===== src/rtl/paq_pkg.sv =====
// shared types and constants for the priority announcement queue
package paq_pkg;

  localparam int unsigned RingDepth      = 16;
  localparam int unsigned RingPtrBits    = $clog2(RingDepth);
  localparam int unsigned PriorityLevels = 4;
  localparam int unsigned PrioBits       = (PriorityLevels > 1) ? $clog2(PriorityLevels) : 1;
  localparam int unsigned WordBits       = 8;
  localparam int unsigned TimeBits       = 32;
  localparam int unsigned CfgBits        = 16;

  localparam logic [PrioBits-1:0] LowestPrio = PrioBits'(PriorityLevels - 1);

  typedef enum logic [1:0] {
    FUNC_UPDATE = 2'd0,
    FUNC_WORD   = 2'd1,
    FUNC_ACK    = 2'd2
  } func_e;

  typedef enum logic [1:0] {
    ST_IDLE     = 2'd0,
    ST_SENDING  = 2'd1,
    ST_COOLDOWN = 2'd2
  } sender_state_e;

  typedef enum logic [1:0] {
    CFG_COOLDOWN = 2'd0,
    CFG_TIMEOUT  = 2'd1,
    CFG_GAP      = 2'd2
  } cfg_index_e;

  localparam logic [CfgBits-1:0] CooldownReset = 16'd1000;
  localparam logic [CfgBits-1:0] TimeoutReset  = 16'd2000;
  localparam logic [CfgBits-1:0] GapReset      = 16'd100;

  typedef struct packed {
    logic [CfgBits-1:0] cooldown_ms;
    logic [CfgBits-1:0] word_timeout_ms;
    logic [CfgBits-1:0] word_gap_ms;
  } cfg_t;

  typedef struct packed {
    logic push;
    logic pop;
    logic flush;
  } ring_cmd_t;

  typedef struct packed {
    logic empty;
    logic full;
  } ring_stat_t;

endpackage


===== src/rtl/priority_announcement_queue_unit.sv =====
// top level: input register, admission and sender control, result register
//
//  channel   ports                                           direction  handshake
//  command   start_i busy_o func_i now_ms_i priority_req_i   in         start_i & !busy_o
//            word_id_i first_word_i
//  result    send_valid_o send_word_id_o                     out        strobe, one cycle
//  config    cfg_valid_i cfg_ready_o cfg_index_i cfg_data_i  in         valid & ready
//
//  an item is accepted in every cycle; busy_o stays low
//  the item is registered, then handled in the next cycle by the admission and
//  sender logic; a sent word is registered and shows on the result ports in the cycle after that
//  the result strobe comes from the result register, which follows the input register
//  reset empties the ring, puts the sender in idle and loads default settings
//  results cannot be stalled by the receiver
module priority_announcement_queue_unit (
  input  logic                          clk_i,
  input  logic                          rst_ni,
  input  logic                          start_i,
  output logic                          busy_o,
  input  logic [1:0]                    func_i,
  input  logic [31:0]                   now_ms_i,
  input  logic [2:0]                    priority_req_i,
  input  logic [7:0]                    word_id_i,
  input  logic                          first_word_i,
  output logic                          send_valid_o,
  output logic [7:0]                    send_word_id_o,
  input  logic                          cfg_valid_i,
  output logic                          cfg_ready_o,
  input  logic [1:0]                    cfg_index_i,
  input  logic [paq_pkg::CfgBits-1:0]   cfg_data_i
);

  paq_pkg::cfg_t       cfg;
  paq_pkg::ring_cmd_t  ring_cmd;
  paq_pkg::ring_stat_t ring_stat;
  logic [paq_pkg::WordBits-1:0] rd_word;

  // input register
  logic                             in_valid_q;
  logic [1:0]                       func_q;
  logic [paq_pkg::TimeBits-1:0]     now_q;
  logic [2:0]                       prio_q;
  logic [paq_pkg::WordBits-1:0]     word_q;
  logic                             first_q;

  // control state
  paq_pkg::sender_state_e           state_q, state_d;
  logic [paq_pkg::TimeBits-1:0]     entry_q, entry_d;
  logic [paq_pkg::TimeBits-1:0]     last_acc_q [paq_pkg::PriorityLevels];
  logic [paq_pkg::TimeBits-1:0]     last_acc_d [paq_pkg::PriorityLevels];
  logic [paq_pkg::PrioBits-1:0]     active_q, active_d;
  logic                             ack_q, ack_d;
  logic                             msg_acc_q, msg_acc_d;

  // result register
  logic                             send_valid_q, send_valid_d;
  logic [paq_pkg::WordBits-1:0]     send_word_q, send_word_d;

  logic [paq_pkg::PrioBits-1:0]     prio_eff;
  logic [paq_pkg::TimeBits-1:0]     since_accept, since_entry;
  logic                             cooldown_hit, sender_busy;

  assign busy_o         = 1'b0;
  assign send_valid_o   = send_valid_q;
  assign send_word_id_o = send_word_q;

  paq_cfg u_cfg (
    .clk_i       (clk_i),
    .rst_ni      (rst_ni),
    .cfg_valid_i (cfg_valid_i),
    .cfg_ready_o (cfg_ready_o),
    .cfg_index_i (cfg_index_i),
    .cfg_data_i  (cfg_data_i),
    .cfg_o       (cfg)
  );

  paq_ring u_ring (
    .clk_i     (clk_i),
    .rst_ni    (rst_ni),
    .cmd_i     (ring_cmd),
    .wr_word_i (word_q),
    .rd_word_o (rd_word),
    .stat_o    (ring_stat)
  );

  // clamp requested priority to the lowest level
  assign prio_eff = (32'(prio_q) > 32'(paq_pkg::LowestPrio)) ?
                    paq_pkg::LowestPrio : paq_pkg::PrioBits'(prio_q);

  assign since_accept = now_q - last_acc_q[prio_eff];
  assign since_entry  = now_q - entry_q;
  assign cooldown_hit = since_accept < paq_pkg::TimeBits'(cfg.cooldown_ms);
  assign sender_busy  = (state_q == paq_pkg::ST_SENDING) ||
                        (state_q == paq_pkg::ST_COOLDOWN);

  always_comb begin
    state_d      = state_q;
    entry_d      = entry_q;
    last_acc_d   = last_acc_q;
    active_d     = active_q;
    ack_d        = ack_q;
    msg_acc_d    = msg_acc_q;
    ring_cmd     = '0;
    send_valid_d = 1'b0;
    send_word_d  = send_word_q;
    if (in_valid_q) begin
      unique case (func_q)
        paq_pkg::FUNC_WORD: begin
          if (first_q) begin
            msg_acc_d = 1'b0;
            if (!cooldown_hit && (!sender_busy || (prio_eff < active_q))) begin
              // higher priority preempts a busy sender by flushing the ring
              ring_cmd.flush       = sender_busy;
              last_acc_d[prio_eff] = now_q;
              active_d             = prio_eff;
              msg_acc_d            = 1'b1;
            end
          end
          ring_cmd.push = msg_acc_d;
        end
        paq_pkg::FUNC_ACK: begin
          ack_d = 1'b1;
        end
        paq_pkg::FUNC_UPDATE: begin
          unique case (state_q)
            paq_pkg::ST_SENDING: begin
              if (ack_q || (since_entry > paq_pkg::TimeBits'(cfg.word_timeout_ms))) begin
                state_d = paq_pkg::ST_COOLDOWN;
                entry_d = now_q;
              end
            end
            paq_pkg::ST_COOLDOWN: begin
              if (since_entry > paq_pkg::TimeBits'(cfg.word_gap_ms)) begin
                state_d = paq_pkg::ST_IDLE;
              end
            end
            default: begin
              state_d = paq_pkg::ST_IDLE;
              if (!ring_stat.empty) begin
                ring_cmd.pop = 1'b1;
                ack_d        = 1'b0;
                state_d      = paq_pkg::ST_SENDING;
                entry_d      = now_q;
                send_valid_d = 1'b1;
                send_word_d  = rd_word;
              end
            end
          endcase
        end
        default: ;
      endcase
    end
  end

  always_ff @(posedge clk_i or negedge rst_ni) begin
    if (!rst_ni) begin
      in_valid_q   <= 1'b0;
      state_q      <= paq_pkg::ST_IDLE;
      entry_q      <= '0;
      last_acc_q   <= '{default: '0};
      active_q     <= paq_pkg::LowestPrio;
      ack_q        <= 1'b0;
      msg_acc_q    <= 1'b0;
      send_valid_q <= 1'b0;
    end else begin
      in_valid_q   <= start_i && !busy_o;
      state_q      <= state_d;
      entry_q      <= entry_d;
      last_acc_q   <= last_acc_d;
      active_q     <= active_d;
      ack_q        <= ack_d;
      msg_acc_q    <= msg_acc_d;
      send_valid_q <= send_valid_d;
    end
  end

  // payload registers
  always_ff @(posedge clk_i) begin
    func_q      <= func_i;
    now_q       <= now_ms_i;
    prio_q      <= priority_req_i;
    word_q      <= word_id_i;
    first_q     <= first_word_i;
    send_word_q <= send_word_d;
  end

endmodule


===== src/rtl/paq_cfg.sv =====
// configuration registers: cooldown, acknowledge timeout and word gap
module paq_cfg (
  input  logic                       clk_i,
  input  logic                       rst_ni,
  input  logic                       cfg_valid_i,
  output logic                       cfg_ready_o,
  input  logic [1:0]                 cfg_index_i,
  input  logic [paq_pkg::CfgBits-1:0] cfg_data_i,
  output paq_pkg::cfg_t              cfg_o
);

  paq_pkg::cfg_t cfg_q, cfg_d;

  assign cfg_ready_o = 1'b1;
  assign cfg_o       = cfg_q;

  always_comb begin
    cfg_d = cfg_q;
    if (cfg_valid_i) begin
      unique case (cfg_index_i)
        paq_pkg::CFG_COOLDOWN: cfg_d.cooldown_ms     = cfg_data_i;
        paq_pkg::CFG_TIMEOUT:  cfg_d.word_timeout_ms = cfg_data_i;
        paq_pkg::CFG_GAP:      cfg_d.word_gap_ms     = cfg_data_i;
        default: ;
      endcase
    end
  end

  always_ff @(posedge clk_i or negedge rst_ni) begin
    if (!rst_ni) begin
      cfg_q.cooldown_ms     <= paq_pkg::CooldownReset;
      cfg_q.word_timeout_ms <= paq_pkg::TimeoutReset;
      cfg_q.word_gap_ms     <= paq_pkg::GapReset;
    end else begin
      cfg_q <= cfg_d;
    end
  end

endmodule


===== src/rtl/paq_ring.sv =====
// word ring: slot registers with write and read pointers, one slot kept free
module paq_ring (
  input  logic                         clk_i,
  input  logic                         rst_ni,
  input  paq_pkg::ring_cmd_t           cmd_i,
  input  logic [paq_pkg::WordBits-1:0] wr_word_i,
  output logic [paq_pkg::WordBits-1:0] rd_word_o,
  output paq_pkg::ring_stat_t          stat_o
);

  localparam logic [paq_pkg::RingPtrBits-1:0] LastSlot =
      paq_pkg::RingPtrBits'(paq_pkg::RingDepth - 1);

  logic [paq_pkg::WordBits-1:0]    slot_q [paq_pkg::RingDepth];
  logic [paq_pkg::RingPtrBits-1:0] wr_ptr_q, wr_ptr_d;
  logic [paq_pkg::RingPtrBits-1:0] rd_ptr_q, rd_ptr_d;
  logic [paq_pkg::RingPtrBits-1:0] wr_nxt, rd_nxt, wr_addr, wr_base;
  logic                            wr_en;

  function automatic logic [paq_pkg::RingPtrBits-1:0] ptr_inc(
      input logic [paq_pkg::RingPtrBits-1:0] p);
    return (p == LastSlot) ? '0 : p + 1'b1;
  endfunction

  assign wr_nxt       = ptr_inc(wr_ptr_q);
  assign rd_nxt       = ptr_inc(rd_ptr_q);
  assign stat_o.empty = (wr_ptr_q == rd_ptr_q);
  assign stat_o.full  = (wr_nxt == rd_ptr_q);
  assign rd_word_o    = slot_q[rd_ptr_q];

  // a flush empties the ring, so a word pushed with it lands in slot zero
  assign wr_base = cmd_i.flush ? '0 : wr_ptr_q;
  assign wr_addr = wr_base;
  assign wr_en   = cmd_i.push && (cmd_i.flush || !stat_o.full);

  always_comb begin
    wr_ptr_d = wr_ptr_q;
    rd_ptr_d = rd_ptr_q;
    if (cmd_i.flush) begin
      wr_ptr_d = '0;
      rd_ptr_d = '0;
    end
    if (wr_en) begin
      wr_ptr_d = ptr_inc(wr_base);
    end
    if (cmd_i.pop) begin
      rd_ptr_d = rd_nxt;
    end
  end

  always_ff @(posedge clk_i or negedge rst_ni) begin
    if (!rst_ni) begin
      wr_ptr_q <= '0;
      rd_ptr_q <= '0;
    end else begin
      wr_ptr_q <= wr_ptr_d;
      rd_ptr_q <= rd_ptr_d;
    end
  end

  always_ff @(posedge clk_i) begin
    if (wr_en) begin
      slot_q[wr_addr] <= wr_word_i;
    end
  end

endmodule


===== config.mk =====
export PLATFORM = sky130hd
export DESIGN_NAME = priority_announcement_queue_unit
export DESIGN_NICKNAME = d
export VERILOG_FILES = /design/src/rtl/paq_pkg.sv /design/src/rtl/priority_announcement_queue_unit.sv /design/src/rtl/paq_cfg.sv /design/src/rtl/paq_ring.sv
export SDC_FILE = /design/constraint.sdc
export NUM_CORES = 1
export LEC_CHECK = 0
export ABC_CLOCK_PERIOD_IN_PS = 9400
export BUFFER_PORTS_ARGS = -buffer_cell sky130_fd_sc_hd__buf_2
export CAP_MARGIN = 25
export CELL_PAD_IN_SITES_DETAIL_PLACEMENT = 1
export CELL_PAD_IN_SITES_GLOBAL_PLACEMENT = 1
export CORE_MARGIN = 2
export CORE_UTILIZATION = 35
export CTS_CLUSTER_DIAMETER = 30
export CTS_CLUSTER_SIZE = 28
export DETAILED_ROUTE_END_ITERATION = 7
export GPL_TIMING_DRIVEN = 0
export PLACE_DENSITY_LB_ADDON = 0.1
export SLEW_MARGIN = 40
export SYNTH_ARGS = -nofsm -noshare
export SYNTH_HDL_FRONTEND = slang
export SYNTH_SLANG_ARGS = --single-unit

===== constraint.sdc =====
create_clock -name clk_i -period 9.4 [get_ports clk_i]
set_input_delay 1.88 -clock clk_i [delete_from_list [all_inputs] [get_ports clk_i]]
set_output_delay 1.88 -clock clk_i [all_outputs]
set_load 0.01 [all_outputs]

# == After elaboration in Yosys (flattened, before gate mapping) ==
# Memories as Yosys holds them, arrays and structs flattened. A register that Yosys moved wholly into a read port is not among the register bits.
# Cells that the tools add are included.
# word_totals
register_bits,270
mem_bits_rw,128
inputBits,68
output_inout_bits,11
memories,1
# mem_list
memory,depth,width,read_ports,rd_clocked_by_memory_dff,wr,line,source
u_ring.slot_q,16,8,1,1,1,paq_ring.sv:14,logic [paq_pkg::WordBits-1:0] slot_q [paq_pkg::RingDepth];
# op_classes
addsub,5
order_cmp,7
n_eq_ne,16
mux,37
bitwise_logic,4
n_reduce_logical,24
# op_table
cell,n
2-to-1 mux 32 bit,5
bitwise mux 128 bit,1
binary-select mux 32 bit (select 2 bit),1
demux 32 bit (select 2 bit),1
greater-than comparator 32 x 16 -> 1 bit,2
case mux 32 bit (2 select lines),1
subtractor 32 bit,2
< comparator 32 x 16 -> 1 bit,1
2-to-1 mux 4 bit,7
AND reduction 4 bit,4
2-to-1 mux 1 bit,15
adder 4 x 1 -> 4 bit (second input constant),3
equality test 4 bit (second input constant),3
equality test 4 bit,2
AND reduction 2 bit,4
equality test 2 x 1 -> 1 bit (second input constant),3
equality test 2 bit (second input constant),3
2-to-1 mux 2 bit,3
!= test 2 x 1 -> 1 bit (second input constant),3
AND reduction 5 bit,1
logical NOT 2 bit,2
logical OR 1 bit,4
!= test 2 bit (second input constant),2
case mux 2 bit (2 select lines),1
12 further kinds,19

# == Depth between registers and ports, before layout ==
# logic_depth
word_depth,18
mapped_depth,33

# == By module ==
# From an unflattened synthesis, not the netlist that was laid out.
# hier_totals
hier_cells,1769
area_unflattened_um2,21541.9
# by_module_without_submodules
mod,instances,cells_per_inst,area_per_inst_um2,seq_area_each_um2
priority_announcement_queue_unit,1,1333,14046.0,5367.6
paq_ring,1,332,5650.4,4043.9
paq_cfg,1,104,1845.5,1219.9

# == Worst setup path before layout ==
# No wires, ideal clock.
# synth_path
path_type,register -> register
startpoint,register prio_q[0]
endpoint,"memory u_ring.slot_q[15][0] in the netlist's numbering, enable pin"
setup_ns,0.383
arrival_ns,6.333
required_time_ns,9.017
setup_slack_ns,2.684
path_stages_with_launch,32
path_cell_list,dfxtp_1 -> clkbuf_1 -> buf_1 -> clkbuf_1 -> mux2i_1 -> a21oi_1 -> o22ai_1 -> ha_1 -> clkbuf_1 -> a21oi_1 -> o21ai_0 -> a21oi_1 -> nand2_1 -> a21o_1 -> a21oi_1 -> xnor2_1 -> ha_1 -> and4_1 -> a21oi_1 -> o21a_1 -> o311ai_0 -> a221oi_1 -> o2111ai_1 -> nor4b_1 -> nand3_1 -> nand3_1 -> buf_2 -> nand2_1 -> inv_1 -> ha_1 -> nand2_1 -> nor3_1
# synth_via
elab_chain_cells,18
# synth_lines
item,line,source
"start, declared",priority_announcement_queue_unit.sv:42,logic [2:0] prio_q;
"start signal, assigned",priority_announcement_queue_unit.sv:181,prio_q <= priority_req_i;
greater-than comparator 3 x 2 -> 1 bit,priority_announcement_queue_unit.sv:87,assign prio_eff = (32'(prio_q) > 32'(paq_pkg::LowestPrio)) ?
2-to-1 mux 2 bit (*),priority_announcement_queue_unit.sv:87,
inverter 2 -> 3 bit (implied by the code),priority_announcement_queue_unit.sv:90,assign since_accept = now_q - last_acc_q[prio_eff];
binary-select mux 32 bit (select 2 bit),priority_announcement_queue_unit.sv:90,
2-to-1 mux 32 bit (implied by the code) (2 in a row),priority_announcement_queue_unit.sv:90,
subtractor 32 bit,priority_announcement_queue_unit.sv:90,
< comparator 32 x 16 -> 1 bit,priority_announcement_queue_unit.sv:92,assign cooldown_hit = since_accept < paq_pkg::TimeBits'(cfg.cooldown_ms);
logical NOT 1 bit,priority_announcement_queue_unit.sv:111,if (!cooldown_hit && (!sender_busy || (prio_eff < active_q))) begin
logical AND 1 bit (*),priority_announcement_queue_unit.sv:111,
2-to-1 mux 1 bit,priority_announcement_queue_unit.sv:111,
2-to-1 mux 1 bit,priority_announcement_queue_unit.sv:109,if (first_q) begin
2-to-1 mux 1 bit,priority_announcement_queue_unit.sv:107,unique case (func_q)
2-to-1 mux 3 bit (*),priority_announcement_queue_unit.sv:106,if (in_valid_q) begin
logical OR 1 bit,paq_ring.sv:34,assign wr_en = cmd_i.push && (cmd_i.flush || !stat_o.full);
logical AND 1 bit,paq_ring.sv:34,
2-to-1 mux 1 bit,paq_ring.sv:62,if (wr_en) begin
2-to-1 mux 1 bit (implied by the code),paq_ring.sv:63,slot_q[wr_addr] <= wr_word_i;
"end, declared",paq_ring.sv:14,
# Mark *: on every way between the ends. The rest lies on a longest branch, timed or not. The select of a mux whose other input is x is not followed.

# == Final worst setup path ==
# layout_path
startpoint,register prio_q[0]
endpoint,"memory u_ring.slot_q[15][2] in the netlist's numbering, enable pin"
# Same word-level chain as after synthesis.

==> flow_summary.json <==
{
  "critical_path.top_delay_family": "buffers and inverters",
  "layout_setup_ws_ps": 611,
  "hp-class": "flip-flop to flip-flop",
  "grtUsageMet1_pct": 25.3,
  "rsz0062_at_grt": "no",
  "grt_overflow": 0,
  "grt_pass1_wl_mm": 94.8,
  "ys_warn_count": 0,
  "placementRows": 90,
  "drive_gt1_share_pct": 26.9,
  "wl_per_cell_um": 20.6,
  "critical_path.max_stage_delay_ps": 720,
  "port_buffers": 76,
  "drv_cap": 0,
  "leakage_nw": 11.5,
  "ys_ff_latch": 406,
  "synth-async-reset-ratio_pct": 55.2,
  "synth.top_cells.by_count": "dfrtp_1 (207), mux2_2 (154), edfxtp_1 (136)",
  "num_vias": 14900,
  "syn_inst": 1807,
  "synth_cell_type_count": 85,
  "internal_power_mw": 6.07,
  "synth-edff-count": 136,
  "relSlewSlack_pct": 47.0,
  "critPathBufInv": 7,
  "nNetsFinal": 2184,
  "drc_errors": 0,
  "worst_slew_pin_slew_ps": 791,
  "die_h_um": 250,
  "p_clk_share_pct": 41.4,
  "worstPathMaxFanout": 10,
  "max_freq_ghz": 0.114,
  "yosys.area.top_type": "dfrtp_1",
  "dieArea_um2": 62300,
  "post-route-min-period_ps": 8790,
  "use_met2_pct": 32.5,
  "via_per_inst": 5.21,
  "yosysMostFrequentCell": "dfrtp_1",
  "slowest_stage": "clkdlybuf4s15_1",
  "p_sw_share_pct": 33.3,
  "cts_buffers": 107,
  "multiInputGateArea_um2": 9680,
  "maxSlewViolCount": 0,
  "p_total_mw": 9.10,
  "coreArea_um2": 60000,
  "fin_skew_ps": 25.9,
  "syn-num-nets": 1995,
  "cp-start-kind": "flip-flop",
  "power_density_nw_per_um2": 344,
  "cts-root-buf": "clkbuf_16",
  "fin_tns_setup_ps": 0,
  "peakVddDrop_mv": 0.173,
  "pin_count": 79,
  "seq_power_share_pct": 25.9,
  "cpMostUsedCell": "a21oi_1",
  "post-place-ws_ps": 133,
  "area_growth_pct": 25.3,
  "clk_pin_slew_ps": 40,
  "start_util_pct": 35.2,
  "groute.usage.overall_pct": 19.4,
  "finalHoldViolCount": 0,
  "worstPathArrival_ps": 9140,
  "grtUsageMet3_pct": 3.14,
  "h-tree-depth": 3,
  "dpl.hpwl_mm": 43.9,
  "fillers": 6352,
  "critical_path_required_ps": 9750,
  "fin_area_um2": 26500,
  "num_antenna_cells": 0,
  "grt_pass1_vias": 16600,
  "seq_area_frac_synth_pct": 50.3,
  "syn_avg_cell_area_um2": 11.7,
  "critPathCaptureType": "flip-flop",
  "clockBufferDepth": 3,
  "outcome": "finished, final reports clean",
  "yosysTopAreaCellShare_pct": 24.5,
  "dr.pass1.iters": 4,
  "antenna_found_initial": 0,
  "top_usage_layer": "met2",
  "yosys-top-cells-area": "dfrtp_1 (25%), edfxtp_1 (19%), mux2_2 (8.2%), ha_1 (7.0%), dfxtp_1 (4.4%)",
  "ant_nets": 0,
  "period_share_pct": 93.5,
  "tritoncts": "built",
  "timing.hold.ws_ps": 483,
  "synth_flop_cell": "dfrtp_1",
  "clock_sinks": 406,
  "clk-insertion-delay-late_ps": 660,
  "die_x_um": 250,
  "setup_viol": 0,
  "gp_congestion": 0.848,
  "drt_iter0_markers": 583,
  "placed_cell_area_um2": 22600,
  "critical_path_class": "flip-flop to flip-flop",
  "cts_resized": 0,
  "pwr-share-comb_pct": 32.7,
  "wirelength_mm": 59.0,
  "p_sw_mw": 3.03,
  "synthesis.area_um2": 21100,
  "post_cts_buffers": 0,
  "grt_start_max_net_pins": 67,
  "holdBufCountCts": 0,
  "seqCellArea_um2": 10600
}
[registers in the layout, indices dropped and copies added (netlist names), 2 cells and up]
signal           count
state_q              2
u_ring.rd_ptr_q      4
now_q               32
u_ring.slot_q      128
last_acc_q         128
send_word_id_o       8
word_q               8
entry_q             32
active_q             2
prio_q               3
u_cfg.cfg_o         48
u_ring.wr_ptr_q      4
func_q               2
[routing by layer]
layer | up-vias | part of all wire [%]
met4 | 0 | 2.4
met1 | 7537 | 46
met3 | 96 | 3.1
li1 | 7100 | -
met2 | 216 | 48
met5 | - | 0
[final timing paths]
kind,cells after the start,endpoint,from,slack [ps]
setup / recovery,32,u_ring.slot_q[15][2]$_DFFE_PP_,prio_q[0]$_DFF_P_,610
hold / removal,2,active_q[0]$_DFFE_PN1P_,active_q[0]$_DFFE_PN1P_,480
setup reg to reg,32,u_ring.slot_q[15][2]$_DFFE_PP_,prio_q[0]$_DFF_P_,610
hold reg to reg,2,active_q[0]$_DFFE_PN1P_,active_q[0]$_DFFE_PN1P_,480
max in group asynchronous,3,last_acc_q[27]$_DFFE_PN0P_,rst_ni,7230
min in group asynchronous,1,last_acc_q[102]$_DFFE_PN0P_,rst_ni,1170
[kinds of logic (layout without fill, tap and decap cells)]
| logic type | after synthesis | count (layout) | share of synthesized area, % |
|---|---|---|---|
| AOI/OAI and AO/OA | 406 | 406 | 12.5 |
| xor gates and xnor gates | 52 | 52 | 2.16 |
| adders and majority gates | 120 | 120 | 7.18 |
| buffers and inverters | 197 | 480 | 3.98 |
| DFF | 406 | 406 | 50.3 |
| muxes | 269 | 269 | 15.3 |
| other | 2 | 2 | 0.0356 |
| and+or+nand+nor | 355 | 355 | 8.41 |
[power groups by stage]
stage	Clock [mW]	Sequential (mW)	Combinational, mW
after floorplan	0	2.32	2.18
after global placement	0	2.37	2.90
after detailed placement	0	2.38	2.98
after CTS	3.84	2.36	3.00
after global routing	3.95	2.40	3.35
final	3.77	2.36	2.98
[per-stage QoR]
step	instances	util, %
finish	2872	44.1
global route	2872	44.1
detailed placement	2669	37.7
floorplan	1807	-
global placement	2665	37.4
CTS	2872	44.0
[final cells by class]
type,count,share of cell area [%]
well taps,782,3.70
multi-input cells,1204,36.6
plain buffers,87,1.67
clock inverters,60,2.90
flip-flops and latches,406,40.2
clock buffers,143,11.6
repair buffers,80,1.81
inverters,110,1.56
[worst register-to-register path, delay by kind of cell (launching register included)]
family	cells	cell delay, ps
compound gates	12	2420
xor+xnor	1	160
fa+ha+maj	3	840
buf+inv	7	2470
flops	1	320
mux	1	300
simple gates	8	2010
[layout by cell type (no fill, tap or decap), types with 50 or more instances in the layout]
master	synthesis	final
nand2_1	98	98
ha_1	118	118
clkbuf_1	44	50
clkbuf_16	0	107
a21oi_1	104	104
mux2i_1	62	62
o21ai_0	79	79
mux2_2	154	154
buf_2	21	99
inv_1	109	109
dfrtp_1	207	207
nor2_1	82	81
edfxtp_1	136	136
No activity file was read; power rests on OpenSTA's default activity.
